===== config.mk =====
export PLATFORM = sky130hd
export DESIGN_NAME = sorted_timer_event_queue_core_flat
export DESIGN_NICKNAME = d
export VERILOG_FILES = /design/src/rtl/core/stevq_pkg.sv /design/src/rtl/core/stevq_cmd_if.sv /design/src/rtl/core/stevq_rsp_if.sv /design/src/rtl/core/sorted_timer_event_queue_core.sv /design/src/rtl/core/stevq_ram.sv /design/src/flat_wrapper.sv
export SDC_FILE = /design/constraint.sdc
export NUM_CORES = 2
export LEC_CHECK = 0
export ABC_CLOCK_PERIOD_IN_PS = 4860
export BUFFER_PORTS_ARGS = -buffer_cell sky130_fd_sc_hd__buf_2
export CORE_ASPECT_RATIO = 1.2
export CORE_MARGIN = 2
export CORE_UTILIZATION = 63
export DETAILED_ROUTE_END_ITERATION = 8
export PLACE_DENSITY_LB_ADDON = 0.12
export SLEW_MARGIN = 30
export SYNTH_ARGS = -nofsm -noshare
export SYNTH_HDL_FRONTEND = slang
export SYNTH_SLANG_ARGS = --single-unit

===== constraint.sdc =====
create_clock -name clk -period 4.86 [get_ports clk]
set_input_delay 0.243 -clock clk [delete_from_list [all_inputs] [get_ports clk]]
set_output_delay 0.243 -clock clk [all_outputs]
set_load 0.1 [all_outputs]

===== src/rtl/core/stevq_pkg.sv =====
// Shared types, codes and helpers of the sorted timer event queue.
package stevq_pkg;

    // Time base and command field widths
    localparam int TIME_W    = 32;
    localparam int DELAY_W   = 31;
    localparam int FUNC_W    = 2;
    localparam int KIND_W    = 2;
    localparam int STATUS_W  = 3;

    // Most entries popped by one tick, and the width of the pop counter
    localparam int MAX_RESULTS = 16;
    localparam int NPOP_W      = $clog2(MAX_RESULTS + 1);

    typedef logic [TIME_W-1:0] time_t;

    typedef enum logic [FUNC_W-1:0] {
        FUNC_ADD  = 2'd0,
        FUNC_DEL  = 2'd1,
        FUNC_TICK = 2'd2
    } func_t;

    typedef enum logic [KIND_W-1:0] {
        KIND_ADD  = 2'd0,
        KIND_DEL  = 2'd1,
        KIND_TICK = 2'd2
    } kind_t;

    typedef enum logic [STATUS_W-1:0] {
        ST_OK       = 3'd0,
        ST_DUP      = 3'd1,
        ST_FULL     = 3'd2,
        ST_EMPTY    = 3'd3,
        ST_NOTFOUND = 3'd4,
        ST_EXPIRED  = 3'd5,
        ST_NONE     = 3'd6
    } status_t;

    // True when a is strictly earlier than b, by the sign of the difference
    function automatic logic earlier(input time_t a, input time_t b);
        time_t diff;
        diff = a - b;
        return diff[TIME_W-1];
    endfunction

endpackage


===== src/rtl/core/stevq_cmd_if.sv =====
// Command channel of the timer event queue: valid/ready with one command a beat.
interface stevq_cmd_if #(
    parameter int KEY_WIDTH = 16
);
    logic                           valid;
    logic                           ready;
    logic [stevq_pkg::FUNC_W-1:0]   func;
    logic [KEY_WIDTH-1:0]           event_key;
    logic [stevq_pkg::DELAY_W-1:0]  delay_ms;

    modport source (output valid, output func, output event_key, output delay_ms,
                    input ready);
    modport sink   (input valid, input func, input event_key, input delay_ms,
                    output ready);
endinterface


===== src/rtl/core/stevq_rsp_if.sv =====
// Response channel of the timer event queue: valid/ready with one result a beat.
interface stevq_rsp_if #(
    parameter int KEY_WIDTH = 16
);
    logic                            valid;
    logic                            ready;
    logic [stevq_pkg::KIND_W-1:0]    kind;
    logic [stevq_pkg::STATUS_W-1:0]  status;
    logic [KEY_WIDTH-1:0]            event_key_res;
    logic                            last;

    modport source (output valid, output kind, output status, output event_key_res,
                    output last, input ready);
    modport sink   (input valid, input kind, input status, input event_key_res,
                    input last, output ready);
endinterface


===== src/rtl/core/sorted_timer_event_queue_core.sv =====
// Sorted timer event queue: a deadline-ordered table of timer events in one RAM.
//
// Usage: commands arrive on cmd (add, delete, tick); results leave on rsp, one
// beat each, with last set on the final beat caused by a command. An item is
// taken when valid and ready are both high. cmd.ready is high only between
// commands: the block works on one command at a time.
// The table is a circular buffer in one RAM with a registered read;
// entries are kept in deadline order from the head pointer.
// Steps of each command (N = entries held, M = entries moved):
//   add    : written directly on an empty table; otherwise a scan of the N
//            entries, then a duplicate or full report, or the write, after
//            M entries move up when the new entry is not the last.
//   delete : empty table reported without a scan; otherwise a scan, then
//            a not-found report or a move of M entries down.
//   tick   : one beat when nothing expires; K expiries give K beats.
// The scan and the entry moves each take one RAM access a cycle. The block
// returns to idle as the last beat loads, while that beat waits in rsp.
// Reset empties the table and clears the millisecond counter at once; no
// clearing pass is run. When rsp is stalled, the result waits in the output
// register, and the block waits before loading another beat until it is taken.
module sorted_timer_event_queue_core #(
    parameter int DEPTH     = 16,
    parameter int KEY_WIDTH = 16
) (
    input  logic       clk,
    input  logic       rst_n,
    stevq_cmd_if.sink  cmd,
    stevq_rsp_if.source rsp
);

    localparam int AW = $clog2(DEPTH);
    localparam int CW = $clog2(DEPTH + 1);
    localparam int SW = CW + 1;
    localparam int TW = stevq_pkg::TIME_W;
    localparam int EW = TW + KEY_WIDTH;

    typedef enum logic [5:0] {
        S_IDLE  = 6'b000001,
        S_SCAN  = 6'b000010,
        S_SHIFT = 6'b000100,
        S_WRITE = 6'b001000,
        S_RESP  = 6'b010000,
        S_TICK  = 6'b100000
    } state_t;

    state_t                        state_reg, state_next;
    logic [CW-1:0]                 count_reg, count_next;
    logic [AW-1:0]                 head_reg, head_next;
    stevq_pkg::time_t              now_reg, now_next;
    stevq_pkg::func_t              op_reg, op_next;
    logic [KEY_WIDTH-1:0]          key_reg, key_next;
    stevq_pkg::time_t              exp_reg, exp_next;
    logic                          chk_v_reg, chk_v_next;
    logic [CW-1:0]                 chk_idx_reg, chk_idx_next;
    logic [CW-1:0]                 iss_cnt_reg, iss_cnt_next;
    logic [AW-1:0]                 iss_ptr_reg, iss_ptr_next;
    logic                          found_reg, found_next;
    logic [CW-1:0]                 found_idx_reg, found_idx_next;
    logic                          pos_found_reg, pos_found_next;
    logic [CW-1:0]                 pos_reg, pos_next;
    logic [AW-1:0]                 rd_ptr_reg, rd_ptr_next;
    logic [AW-1:0]                 wr_ptr_reg, wr_ptr_next;
    logic                          wv_reg, wv_next;
    logic [CW-1:0]                 mv_reg, mv_next;
    logic                          up_reg, up_next;
    logic                          pend_v_reg, pend_v_next;
    logic [KEY_WIDTH-1:0]          pend_key_reg, pend_key_next;
    logic [stevq_pkg::NPOP_W-1:0]  npop_reg, npop_next;
    stevq_pkg::status_t            resp_status_reg, resp_status_next;
    logic                          out_valid_reg, out_valid_next;
    stevq_pkg::kind_t              out_kind_reg, out_kind_next;
    stevq_pkg::status_t            out_status_reg, out_status_next;
    logic [KEY_WIDTH-1:0]          out_key_reg, out_key_next;
    logic                          out_last_reg, out_last_next;

    logic                          ram_wr_en;
    logic [AW-1:0]                 ram_wr_addr;
    logic [EW-1:0]                 ram_wr_data;
    logic                          ram_rd_en;
    logic [AW-1:0]                 ram_rd_addr;
    logic [EW-1:0]                 ram_rd_data;

    stevq_pkg::time_t              rd_time;
    logic [KEY_WIDTH-1:0]          rd_key;
    stevq_pkg::func_t              cmd_func;
    logic                          out_free;
    logic                          expired;

    // Step a physical pointer forward or back around the ring
    function automatic logic [AW-1:0] wrap_inc(input logic [AW-1:0] p);
        return (p == AW'(DEPTH - 1)) ? '0 : p + AW'(1);
    endfunction

    function automatic logic [AW-1:0] wrap_dec(input logic [AW-1:0] p);
        return (p == '0) ? AW'(DEPTH - 1) : p - AW'(1);
    endfunction

    // Map a position in deadline order to a RAM address
    function automatic logic [AW-1:0] phys(input logic [AW-1:0] head,
                                           input logic [CW-1:0] l);
        logic [SW-1:0] s;
        s = SW'(head) + SW'(l);
        if (s >= SW'(DEPTH))
        begin
            s = s - SW'(DEPTH);
        end
        return s[AW-1:0];
    endfunction

    stevq_ram #(
        .WIDTH (EW),
        .DEPTH (DEPTH)
    ) u_table (
        .clk     (clk),
        .wr_en   (ram_wr_en),
        .wr_addr (ram_wr_addr),
        .wr_data (ram_wr_data),
        .rd_en   (ram_rd_en),
        .rd_addr (ram_rd_addr),
        .rd_data (ram_rd_data)
    );

    assign rd_time  = ram_rd_data[KEY_WIDTH +: TW];
    assign rd_key   = ram_rd_data[KEY_WIDTH-1:0];
    assign cmd_func = stevq_pkg::func_t'(cmd.func);
    assign out_free = !out_valid_reg || rsp.ready;
    assign expired  = (count_reg != '0)
                      && (npop_reg < stevq_pkg::NPOP_W'(stevq_pkg::MAX_RESULTS))
                      && stevq_pkg::earlier(rd_time, now_reg);

    assign cmd.ready         = (state_reg == S_IDLE);
    assign rsp.valid         = out_valid_reg;
    assign rsp.kind          = out_kind_reg;
    assign rsp.status        = out_status_reg;
    assign rsp.event_key_res = out_key_reg;
    assign rsp.last          = out_last_reg;

    // Sequence each command through scan, move, write and respond, or tick pops
    always_comb
    begin
        state_next       = state_reg;
        count_next       = count_reg;
        head_next        = head_reg;
        now_next         = now_reg;
        op_next          = op_reg;
        key_next         = key_reg;
        exp_next         = exp_reg;
        chk_v_next       = chk_v_reg;
        chk_idx_next     = chk_idx_reg;
        iss_cnt_next     = iss_cnt_reg;
        iss_ptr_next     = iss_ptr_reg;
        found_next       = found_reg;
        found_idx_next   = found_idx_reg;
        pos_found_next   = pos_found_reg;
        pos_next         = pos_reg;
        rd_ptr_next      = rd_ptr_reg;
        wr_ptr_next      = wr_ptr_reg;
        wv_next          = wv_reg;
        mv_next          = mv_reg;
        up_next          = up_reg;
        pend_v_next      = pend_v_reg;
        pend_key_next    = pend_key_reg;
        npop_next        = npop_reg;
        resp_status_next = resp_status_reg;
        out_valid_next   = out_valid_reg && !rsp.ready;
        out_kind_next    = out_kind_reg;
        out_status_next  = out_status_reg;
        out_key_next     = out_key_reg;
        out_last_next    = out_last_reg;
        ram_wr_en        = 1'b0;
        ram_wr_addr      = wr_ptr_reg;
        ram_wr_data      = {rd_time, rd_key};
        ram_rd_en        = 1'b0;
        ram_rd_addr      = rd_ptr_reg;

        unique case (state_reg)
            S_IDLE:
            begin
                if (cmd.valid)
                begin
                    op_next  = cmd_func;
                    key_next = cmd.event_key;
                    exp_next = now_reg + TW'(cmd.delay_ms);
                    unique case (cmd_func)
                        stevq_pkg::FUNC_ADD, stevq_pkg::FUNC_DEL:
                        begin
                            if (count_reg == '0)
                            begin
                                // Empty table: add goes straight in, delete reports
                                pos_next         = '0;
                                resp_status_next = stevq_pkg::ST_EMPTY;
                                state_next = (cmd_func == stevq_pkg::FUNC_ADD) ?
                                             S_WRITE : S_RESP;
                            end
                            else
                            begin
                                ram_rd_en      = 1'b1;
                                ram_rd_addr    = head_reg;
                                iss_cnt_next   = CW'(1);
                                iss_ptr_next   = wrap_inc(head_reg);
                                chk_v_next     = 1'b1;
                                chk_idx_next   = '0;
                                found_next     = 1'b0;
                                pos_found_next = 1'b0;
                                pos_next       = count_reg;
                                state_next     = S_SCAN;
                            end
                        end
                        stevq_pkg::FUNC_TICK:
                        begin
                            now_next    = now_reg + TW'(1);
                            ram_rd_en   = 1'b1;
                            ram_rd_addr = head_reg;
                            npop_next   = '0;
                            pend_v_next = 1'b0;
                            state_next  = S_TICK;
                        end
                        default:
                        begin
                            // Unused code: drop the command
                            state_next = S_IDLE;
                        end
                    endcase
                end
            end

            S_SCAN:
            begin
                if (chk_v_reg)
                begin
                    // Check one entry while the next read is in flight
                    if (!found_reg && (rd_key == key_reg))
                    begin
                        found_next     = 1'b1;
                        found_idx_next = chk_idx_reg;
                    end
                    if (!pos_found_reg && stevq_pkg::earlier(exp_reg, rd_time))
                    begin
                        pos_found_next = 1'b1;
                        pos_next       = chk_idx_reg;
                    end
                    if (iss_cnt_reg < count_reg)
                    begin
                        ram_rd_en    = 1'b1;
                        ram_rd_addr  = iss_ptr_reg;
                        iss_ptr_next = wrap_inc(iss_ptr_reg);
                        iss_cnt_next = iss_cnt_reg + CW'(1);
                        chk_v_next   = 1'b1;
                        chk_idx_next = iss_cnt_reg;
                    end
                    else
                    begin
                        chk_v_next = 1'b0;
                    end
                end
                else if (op_reg == stevq_pkg::FUNC_ADD)
                begin
                    wv_next = 1'b0;
                    if (found_reg)
                    begin
                        resp_status_next = stevq_pkg::ST_DUP;
                        state_next       = S_RESP;
                    end
                    else if (count_reg == CW'(DEPTH))
                    begin
                        resp_status_next = stevq_pkg::ST_FULL;
                        state_next       = S_RESP;
                    end
                    else if (pos_reg == count_reg)
                    begin
                        state_next = S_WRITE;
                    end
                    else
                    begin
                        // Open a slot: move the later entries up by one
                        up_next     = 1'b1;
                        rd_ptr_next = phys(head_reg, count_reg - CW'(1));
                        mv_next     = count_reg - pos_reg;
                        state_next  = S_SHIFT;
                    end
                end
                else
                begin
                    wv_next = 1'b0;
                    if (!found_reg)
                    begin
                        resp_status_next = stevq_pkg::ST_NOTFOUND;
                        state_next       = S_RESP;
                    end
                    else
                    begin
                        // Close the gap: move the later entries down by one
                        up_next     = 1'b0;
                        rd_ptr_next = phys(head_reg, found_idx_reg + CW'(1));
                        mv_next     = count_reg - CW'(1) - found_idx_reg;
                        state_next  = S_SHIFT;
                    end
                end
            end

            S_SHIFT:
            begin
                // Write back the entry read in the previous cycle
                ram_wr_en   = wv_reg;
                ram_wr_addr = wr_ptr_reg;
                ram_wr_data = {rd_time, rd_key};
                if (mv_reg != '0)
                begin
                    ram_rd_en   = 1'b1;
                    ram_rd_addr = rd_ptr_reg;
                    wr_ptr_next = up_reg ? wrap_inc(rd_ptr_reg) : wrap_dec(rd_ptr_reg);
                    rd_ptr_next = up_reg ? wrap_dec(rd_ptr_reg) : wrap_inc(rd_ptr_reg);
                    wv_next     = 1'b1;
                    mv_next     = mv_reg - CW'(1);
                end
                else
                begin
                    wv_next = 1'b0;
                    if (up_reg)
                    begin
                        state_next = S_WRITE;
                    end
                    else
                    begin
                        count_next       = count_reg - CW'(1);
                        resp_status_next = stevq_pkg::ST_OK;
                        state_next       = S_RESP;
                    end
                end
            end

            S_WRITE:
            begin
                ram_wr_en        = 1'b1;
                ram_wr_addr      = phys(head_reg, pos_reg);
                ram_wr_data      = {exp_reg, key_reg};
                count_next       = count_reg + CW'(1);
                resp_status_next = stevq_pkg::ST_OK;
                state_next       = S_RESP;
            end

            S_RESP:
            begin
                if (out_free)
                begin
                    out_valid_next  = 1'b1;
                    out_kind_next   = (op_reg == stevq_pkg::FUNC_ADD) ?
                                      stevq_pkg::KIND_ADD : stevq_pkg::KIND_DEL;
                    out_status_next = resp_status_reg;
                    out_key_next    = key_reg;
                    out_last_next   = 1'b1;
                    state_next      = S_IDLE;
                end
            end

            S_TICK:
            begin
                if (out_free)
                begin
                    if (expired)
                    begin
                        // Pop the head; send the previous pop now that more follow
                        if (pend_v_reg)
                        begin
                            out_valid_next  = 1'b1;
                            out_kind_next   = stevq_pkg::KIND_TICK;
                            out_status_next = stevq_pkg::ST_EXPIRED;
                            out_key_next    = pend_key_reg;
                            out_last_next   = 1'b0;
                        end
                        pend_v_next   = 1'b1;
                        pend_key_next = rd_key;
                        head_next     = wrap_inc(head_reg);
                        count_next    = count_reg - CW'(1);
                        npop_next     = npop_reg + stevq_pkg::NPOP_W'(1);
                        ram_rd_en     = 1'b1;
                        ram_rd_addr   = wrap_inc(head_reg);
                    end
                    else
                    begin
                        out_valid_next  = 1'b1;
                        out_kind_next   = stevq_pkg::KIND_TICK;
                        out_status_next = pend_v_reg ? stevq_pkg::ST_EXPIRED :
                                                       stevq_pkg::ST_NONE;
                        out_key_next    = pend_v_reg ? pend_key_reg : '0;
                        out_last_next   = 1'b1;
                        pend_v_next     = 1'b0;
                        state_next      = S_IDLE;
                    end
                end
            end

            default:
            begin
                state_next = S_IDLE;
            end
        endcase
    end

    // Control state
    always_ff @(posedge clk or negedge rst_n)
    begin
        if (!rst_n)
        begin
            state_reg     <= S_IDLE;
            count_reg     <= '0;
            head_reg      <= '0;
            now_reg       <= '0;
            chk_v_reg     <= 1'b0;
            wv_reg        <= 1'b0;
            mv_reg        <= '0;
            pend_v_reg    <= 1'b0;
            npop_reg      <= '0;
            out_valid_reg <= 1'b0;
        end
        else
        begin
            state_reg     <= state_next;
            count_reg     <= count_next;
            head_reg      <= head_next;
            now_reg       <= now_next;
            chk_v_reg     <= chk_v_next;
            wv_reg        <= wv_next;
            mv_reg        <= mv_next;
            pend_v_reg    <= pend_v_next;
            npop_reg      <= npop_next;
            out_valid_reg <= out_valid_next;
        end
    end

    // Working and payload registers
    always_ff @(posedge clk)
    begin
        op_reg          <= op_next;
        key_reg         <= key_next;
        exp_reg         <= exp_next;
        chk_idx_reg     <= chk_idx_next;
        iss_cnt_reg     <= iss_cnt_next;
        iss_ptr_reg     <= iss_ptr_next;
        found_reg       <= found_next;
        found_idx_reg   <= found_idx_next;
        pos_found_reg   <= pos_found_next;
        pos_reg         <= pos_next;
        rd_ptr_reg      <= rd_ptr_next;
        wr_ptr_reg      <= wr_ptr_next;
        up_reg          <= up_next;
        pend_key_reg    <= pend_key_next;
        resp_status_reg <= resp_status_next;
        out_kind_reg    <= out_kind_next;
        out_status_reg  <= out_status_next;
        out_key_reg     <= out_key_next;
        out_last_reg    <= out_last_next;
    end

    // Table never holds more than DEPTH entries
    assert property (@(posedge clk) disable iff (!rst_n)
        count_reg <= CW'(DEPTH))
        else $error("entry count beyond table depth");

    // One tick never pops more than the result limit
    assert property (@(posedge clk) disable iff (!rst_n)
        npop_reg <= stevq_pkg::NPOP_W'(stevq_pkg::MAX_RESULTS))
        else $error("too many pops on one tick");

    // A move never writes the entry it reads in the same cycle
    assert property (@(posedge clk) disable iff (!rst_n)
        (state_reg == S_SHIFT && wv_reg && mv_reg != '0) |-> (wr_ptr_reg != rd_ptr_reg))
        else $error("entry move overlaps its own read");

    // An accepted tick advances the millisecond counter by exactly one
    assert property (@(posedge clk) disable iff (!rst_n)
        (cmd.valid && cmd.ready && cmd_func == stevq_pkg::FUNC_TICK)
        |=> (now_reg == $past(now_reg) + TW'(1)))
        else $error("tick did not advance time by one");

endmodule


===== src/rtl/core/stevq_ram.sv =====
// Generic simple dual-port RAM with one write port and a registered read port.
module stevq_ram #(
    parameter int WIDTH = 48,
    parameter int DEPTH = 16
) (
    input  logic                     clk,
    input  logic                     wr_en,
    input  logic [$clog2(DEPTH)-1:0] wr_addr,
    input  logic [WIDTH-1:0]         wr_data,
    input  logic                     rd_en,
    input  logic [$clog2(DEPTH)-1:0] rd_addr,
    output logic [WIDTH-1:0]         rd_data
);

    logic [WIDTH-1:0] mem [DEPTH];

    // Write port
    always_ff @(posedge clk)
    begin
        if (wr_en)
        begin
            mem[wr_addr] <= wr_data;
        end
    end

    // Read port, data held while no read is issued
    always_ff @(posedge clk)
    begin
        if (rd_en)
        begin
            rd_data <= mem[rd_addr];
        end
    end

endmodule

===== src/flat_wrapper.sv =====
// flat-port wrapper written by rule: the top's interface ports become plain ports
module sorted_timer_event_queue_core_flat 
#(
    parameter int DEPTH     = 16,
    parameter int KEY_WIDTH = 16
)
  (clk, rst_n, cmd_valid, cmd_func, cmd_event_key, cmd_delay_ms, cmd_ready, rsp_valid, rsp_kind, rsp_status, rsp_event_key_res, rsp_last, rsp_ready);
  stevq_cmd_if #(.KEY_WIDTH(KEY_WIDTH)) cmd_i ();
  stevq_rsp_if #(.KEY_WIDTH(KEY_WIDTH)) rsp_i ();
  input  logic clk;
  input  logic rst_n;
  input wire logic [$bits(cmd_i.valid)-1:0] cmd_valid;
  input wire logic [$bits(cmd_i.func)-1:0] cmd_func;
  input wire logic [$bits(cmd_i.event_key)-1:0] cmd_event_key;
  input wire logic [$bits(cmd_i.delay_ms)-1:0] cmd_delay_ms;
  output wire logic [$bits(cmd_i.ready)-1:0] cmd_ready;
  output wire logic [$bits(rsp_i.valid)-1:0] rsp_valid;
  output wire logic [$bits(rsp_i.kind)-1:0] rsp_kind;
  output wire logic [$bits(rsp_i.status)-1:0] rsp_status;
  output wire logic [$bits(rsp_i.event_key_res)-1:0] rsp_event_key_res;
  output wire logic [$bits(rsp_i.last)-1:0] rsp_last;
  input wire logic [$bits(rsp_i.ready)-1:0] rsp_ready;
  assign cmd_i.valid = cmd_valid;
  assign cmd_i.func = cmd_func;
  assign cmd_i.event_key = cmd_event_key;
  assign cmd_i.delay_ms = cmd_delay_ms;
  assign cmd_ready = cmd_i.ready;
  assign rsp_valid = rsp_i.valid;
  assign rsp_kind = rsp_i.kind;
  assign rsp_status = rsp_i.status;
  assign rsp_event_key_res = rsp_i.event_key_res;
  assign rsp_last = rsp_i.last;
  assign rsp_i.ready = rsp_ready;
  sorted_timer_event_queue_core #(.DEPTH(DEPTH), .KEY_WIDTH(KEY_WIDTH)) u_core (.clk(clk), .rst_n(rst_n), .cmd(cmd_i), .rsp(rsp_i));
endmodule

Yosys cells after proc, flatten, opt, wreduce, memory -nomap -nowiden
Memories as Yosys holds them, arrays and structs flattened. A register that Yosys moved wholly into a read port is not among the register bits.
Index checks and enable logic that the tools add are counted.
{"block": "op_classes", "add_sub_neg": 22, "order_cmp": 5, "n_eq_ne": 41, "muxes": 160, "bitwise": 1, "n_reduce_logical": 43}
{"cell": "$mux W5", "count": 33}
{"cell": "$mux W4", "count": 29}
{"cell": "$mux W16", "count": 5}
{"cell": "$sub A32 B32 Y32", "count": 2}
{"cell": "$mux W6", "count": 10}
{"cell": "$pmux W5 S2", "count": 5}
{"cell": "$mux W48", "count": 1}
{"cell": "$mux W3", "count": 14}
{"cell": "$mux W1", "count": 37}
{"cell": "$pmux W6 S6", "count": 1}
{"cell": "$add A32 B1 Y32 const B", "count": 1}
{"cell": "$add A32 B31 Y32", "count": 1}
{"cell": "$pmux W16 S2", "count": 1}
{"cell": "$reduce_and A6 Y1", "count": 5}
{"cell": "$ne A2 B1 Y1 const B", "count": 13}
{"cell": "$pmux W4 S2", "count": 3}
{"cell": "$add A5 B1 Y5 const B", "count": 4}
{"cell": "$add A4 B5 Y6", "count": 3}
{"cell": "$ge A6 B5 Y1 const B", "count": 3}
{"cell": "$pmux W1 S2", "count": 9}
{"cell": "$eq A16 B16 Y1", "count": 1}
{"cell": "$sub A4 B1 Y4 const B", "count": 4}
{"cell": "$pmux W5 S3", "count": 1}
{"cell": "$reduce_and A5 Y1", "count": 3}
{"cell": "other kinds (45)", "count": 83}
{"block": "word_totals", "ff_bits": 187, "ramBits": 768, "in_bits": 53, "output_inout_bits": 24, "n_memories": 1}
{"memory": "u_core.u_table.mem", "words": 16, "word_bits": 48, "read_ports": 1, "rd_ports_with_merged_regs": 1, "write_ports": 1, "line": "stevq_ram.sv:15", "text": "logic [WIDTH-1:0] mem [DEPTH];"}

Logic depth before layout (Yosys ltp)
{"block": "logic_depth", "ltp_word": 10, "depth_mapped": 16}

Hierarchy
A second synthesis with hierarchy kept.
{"block": "unflattened", "cells_unflattened": 2444, "hier_area_um2": 42628.4}
{"mod": "stevq_ram", "instances": 1, "cells_per_inst": 1242, "area_per_inst_um2": 30171.4, "seq_area_each_um2": 24503.5}
{"mod": "sorted_timer_event_queue_core", "instances": 1, "cells_per_inst": 1202, "area_per_inst_um2": 12456.9, "seq_area_each_um2": 5311.3}

Worst setup path before layout
OpenSTA, ideal clock, no wires.
{"block": "synth_path", "path_kind": "reg2reg", "startpoint": "register u_core.state_reg[1]", "endpoint": "memory u_core.u_table.mem[2][0], enable pin", "setup_ps": 454, "arrival_time_ps": 3864, "setup_slack_ps": 542, "path_stages_with_launch": 8, "period_less_slack_ps": 4318, "path_cell_list": "dfrtp_1 -> or4_1 -> nor3b_1 -> clkbuf_1 -> nand2_1 -> o22ai_1 -> nand2_1 -> nor2_1"}
{"block": "synth_via", "elab_chain_cells": 4}
{"element": "start: declaration", "line": "sorted_timer_event_queue_core.sv:46", "text": "state_t state_reg, state_next;"}
{"element": "start signal: assignment", "line": "sorted_timer_event_queue_core.sv:418", "text": "state_reg <= state_next;"}
{"element": "$eq A6 B4 Y1 / $eq A6 B3 Y1 (equally long branches)", "line": "sorted_timer_event_queue_core.sv:176", "text": "unique case (state_reg)"}
{"element": "$pmux W1 S2", "line": "sorted_timer_event_queue_core.sv:176"}
{"element": "$mux W1", "line": "stevq_ram.sv:20", "text": "if (wr_en)"}
{"element": "$mux W1 (not written as such)", "line": "stevq_ram.sv:22", "text": "mem[wr_addr] <= wr_data;"}
{"element": "end: declaration", "line": "stevq_ram.sv:15"}
Parallel ways exist; a longest one is shown, timed or not.

Worst setup path in the final report
{"block": "layout_path", "startpoint": "register u_core.now_reg[18]", "endpoint": "register u_core.u_table.rd_data[1], read port of u_core.u_table.mem, data pin"}
{"block": "layout_via", "elab_chain_cells": 5}
{"element": "start: declaration", "line": "sorted_timer_event_queue_core.sv:49", "text": "stevq_pkg::time_t now_reg, now_next;"}
{"element": "start signal: assignment", "line": "sorted_timer_event_queue_core.sv:421", "text": "now_reg <= now_next;"}
{"element": "$sub A32 B32 Y32 (*)", "line": "stevq_pkg.sv:42", "text": "diff = a - b;"}
{"element": "$logic_and A1 B1 Y1 (*)", "line": "sorted_timer_event_queue_core.sv:129", "text": "&& stevq_pkg::earlier(rd_time, now_reg);"}
{"element": "$mux W1 / $mux W4 (equally long branches)", "line": "sorted_timer_event_queue_core.sv:360", "text": "if (expired)"}
{"element": "$mux W1 / $mux W4 (equally long branches)", "line": "sorted_timer_event_queue_core.sv:358", "text": "if (out_free)"}
{"element": "$pmux W1 S4 / $pmux W4 S3 (equally long branches)", "line": "sorted_timer_event_queue_core.sv:176"}
{"element": "end: declaration", "line": "stevq_ram.sv:12", "text": "output logic [WIDTH-1:0] rd_data"}
Every way passes the cells marked *; elsewhere a longest branch is shown, timed or not.
A chain may end at the register's enable or synchronous reset.

==> results_dict.tcl <==
set metrics [dict create \
    status "completed" \
    antenna_found_initial 1 \
    fin_ws_ps 275.9 \
    grt_pass1_vias 25959 \
    hold_start "cmd_delay_ms[25]" \
    gp_congestion 0.9155 \
    synth-main-ff-cell "edfxtp_1" \
    slew_violations 0 \
    cts_tree "done" \
    die_h_um 290.4 \
    synthToLayoutAreaGrowth_pct 13.38 \
    reg2reg_from "u_core.now_reg[18]$_DFFE_PN0P_" \
    ctsRootBufferMaster "clkbuf_16" \
    largest_register "u_core.u_table.mem" \
    period_share_pct 94.32 \
    fillers 4366 \
    firstDrtPassIters 6 \
    slew_headroom_pct 30.21 \
    synth_seq_cells 1003 \
    routed_via_density 6.416 \
    rows 105 \
    drtAntennaViolNets 0 \
    clk_path_buf_depth 3 \
    async_flop_share_pct 6.082 \
    fin_tns_setup_ps 0 \
    clkLatencyLatePin_ps 660 \
    worst_pin_slew_ps 1047 \
    synth_top_area_share_pct 65.69 \
    grt_setup_unrepaired "no" \
    finalNonFillerCells 4034 \
    track_usage_pct 29.71 \
    r2r-end "u_core.u_table.rd_data[1]$_DFFE_PP_" \
    die_width_um 242.7 \
    placed_cell_area_um2 45470 \
    die_area_um2 70470 \
    cts.reportedPaths.clkPinSlew_ps 70 \
    min_period_ps 4584 \
    p_leak_nw 18.14 \
    synthesis.nets 3035 \
    path_class "reg2reg" \
    final_cell_mix "edfxtp_1 (942), mux2i_1 (388), nand2_1 (194), o22ai_1 (190), ha_1 (121)" \
    synth-edff-count 942 \
    setup_violations 0 \
    yosysUniqueCellTypes 78 \
    start_kind "flip-flop" \
    crit_fanout 19 \
    cp.required_ps 5230 \
    skew_ps 31.29 \
    drcViolationCount 0 \
    grt_max_degree 63 \
    dpl.hpwl_um 61350 \
    ir_drop_v 0.0004423 \
    yosys_warnings 0 \
    post_drt_wl_per_cell_um 25.95 \
    setup.worst_path.end_class "flip-flop" \
    largest_reg_flops 768 \
    grt-ovfl-total 0 \
    hold_path.class "in2reg" \
    final_common_cell "edfxtp_1" \
    nNetsFinal 3226 \
    cap_violations 0 \
    holdPathEnd "u_core.exp_reg[25]$_DFFE_PP_" \
    pre_cts_ws_ps 197.2 \
    synth.cell_area_um2 43060 \
    ioPinCount 77 \
    reg_top3 "u_core.u_table.mem x768, u_core.u_table.rd_data x48" \
    post-synth-top-area-cell "edfxtp_1" \
    antenna_cells 0 \
    wl_um 104700 \
    synth.area.top_cells "edfxtp_1 (66%), mux2i_1 (9.0%), ha_1 (3.5%), dfrtp_1 (3.5%), o22ai_1 (2.8%)" \
    r2r_cells 15 \
    start_util_pct 63.28 \
    holdPathStages 3 \
    vias 25884 \
    fmax_ghz 0.2181 \
    numPlacedInstances 3837 \
    pwr_density_cell_nw_per_um2 667.2 \
    arrival_ps 4960 \
    hold_viol 0 \
    portBuffers 76 \
    grt_first_pass_wirelength_um 156800 \
    seq_area_frac_synth_pct 69.24 \
    synthCells 2856 \
    final_area_um2 48820 \
    numCtsBuffers 96 \
    avgSynthCellArea_um2 15.08 \
    r2r_setup_slack_ps 280 \
    drive_gt1_share_pct 12.45 \
    clkSinkCount 1003 \
    ctsHtreeMaxLevel 3 \
    core_um2 68050 \
    drt-initial-drc-count 2917 \
]
==> report_power, final <==
part	internal (mW)	total, mW	switching [mW]
registers	11.6	12.2	0.606
clock network	4.24	7.38	3.14
logic	5.15	12.9	7.79
==> metal layers <==
| metal | GRT usage, % | routed length [µm] | part of all wire (%) |
|---|---|---|---|
| met1 | 40.03 | 41480 | 40 |
| met3 | 3.777 | 7671 | 7.3 |
| met5 | 0 | 0 | 0 |
| met2 | 49.54 | 51530 | 49 |
| met4 | 12.23 | 4012 | 3.8 |
==> final cells by class <==
type                       count  area (µm²)  area share, %
clock buffer                 125        2584          5.292
clock inverter                51       521.8          1.069
timing repair buffer         208        1931          3.954
inverter                     107       401.6         0.8226
tap                          909        1137          2.330
sequential                  1003       29810          61.07
multi-input combinational   1631       12430          25.47
==> per-stage QoR <==
stage	hold slack, ps	util [%]	total power [mW]
2_1_floorplan	-52.59	-	20.92
3_3_place_gp	410.0	66.81	24.76
3_5_place_dp	421.1	66.82	25.18
4_1_cts	26.86	71.69	32.56
5_1_grt	64.45	71.74	33.99
6_report	60.09	71.74	32.57
==> critical path, stage by stage, from the launching register on <==
cell	delay, ps
dfrtp_1	410
inv_1	150
ha_1	330
nand4_1	180
nor2_1	240
nand2_1	70
o2bb2ai_1	320
buf_4	230
mux2_4	360
a21oi_2	230
o221a_4	370
buf_12	180
buf_12	190
mux2i_1	290
o22ai_1	190
or4_1	540
==> synthesized netlist by cell type (all sizes together) (5+ instances only) <==
cell type,n
clkbuf,36
xnor2,77
o21bai,6
xor2,34
or4,50
o22ai,190
inv,106
a22oi,5
nand2,194
fa,5
o21ai,91
nor3,13
nand3,36
or2,6
a211oi,7
nor4,13
nand3b,6
nor2,88
o21a,6
and2,11
mux2i,389
nor2b,14
nand2b,10
and3,8
o2111ai,8
dfrtp,60
a31oi,11
a22o,20
ha,121
a21oi,89
buf,79
o221ai,5
o211ai,7
a21o,33
edfxtp,942
nand4,27
==> worst max path at each step <==
stage                                                 endpoint                             from  depth (start not counted)
final                      u_core.u_table.rd_data[1]$_DFFE_PP_   u_core.now_reg[18]$_DFFE_PN0P_                         15
after global routing      u_core.u_table.rd_data[30]$_DFFE_PP_   u_core.now_reg[18]$_DFFE_PN0P_                         16
after CTS                 u_core.u_table.rd_data[25]$_DFFE_PP_   u_core.now_reg[18]$_DFFE_PN0P_                         16
after detailed placement  u_core.u_table.rd_data[25]$_DFFE_PP_   u_core.now_reg[18]$_DFFE_PN0P_                         16
after global placement    u_core.u_table.rd_data[24]$_DFFE_PP_   u_core.now_reg[18]$_DFFE_PN0P_                         16
after floorplan             u_core.u_table.mem[2][0]$_DFFE_PP_  u_core.state_reg[1]$_DFFE_PN0P_                          7
==> what timing repair did <==
item / in CTS / in global routing
gates resized for setup: 0 / 1
buffers inserted: 0 / 0
setup endpoints to repair: 0 / 45
endpoints found under the hold margin: 81 / 0
hold buffers: 21 / 0
==> cells by family (layout without fill, tap and decap cells) <==
| group | Yosys count | in the layout | share of synthesized area (%) |
|---|---|---|---|
| AO/OA/AOI/OAI | 515 | 515 | 7.680 |
| multiplexers | 391 | 391 | 9.112 |
| adder cells (fa/ha/maj) | 126 | 126 | 3.748 |
| buffers and inverters | 222 | 491 | 2.383 |
| AND/OR/NAND/NOR | 488 | 488 | 5.582 |
| XOR/XNOR | 111 | 111 | 2.258 |
| flip-flops | 1003 | 1003 | 69.24 |
Note: power is estimated with default switching activity, not from simulation.
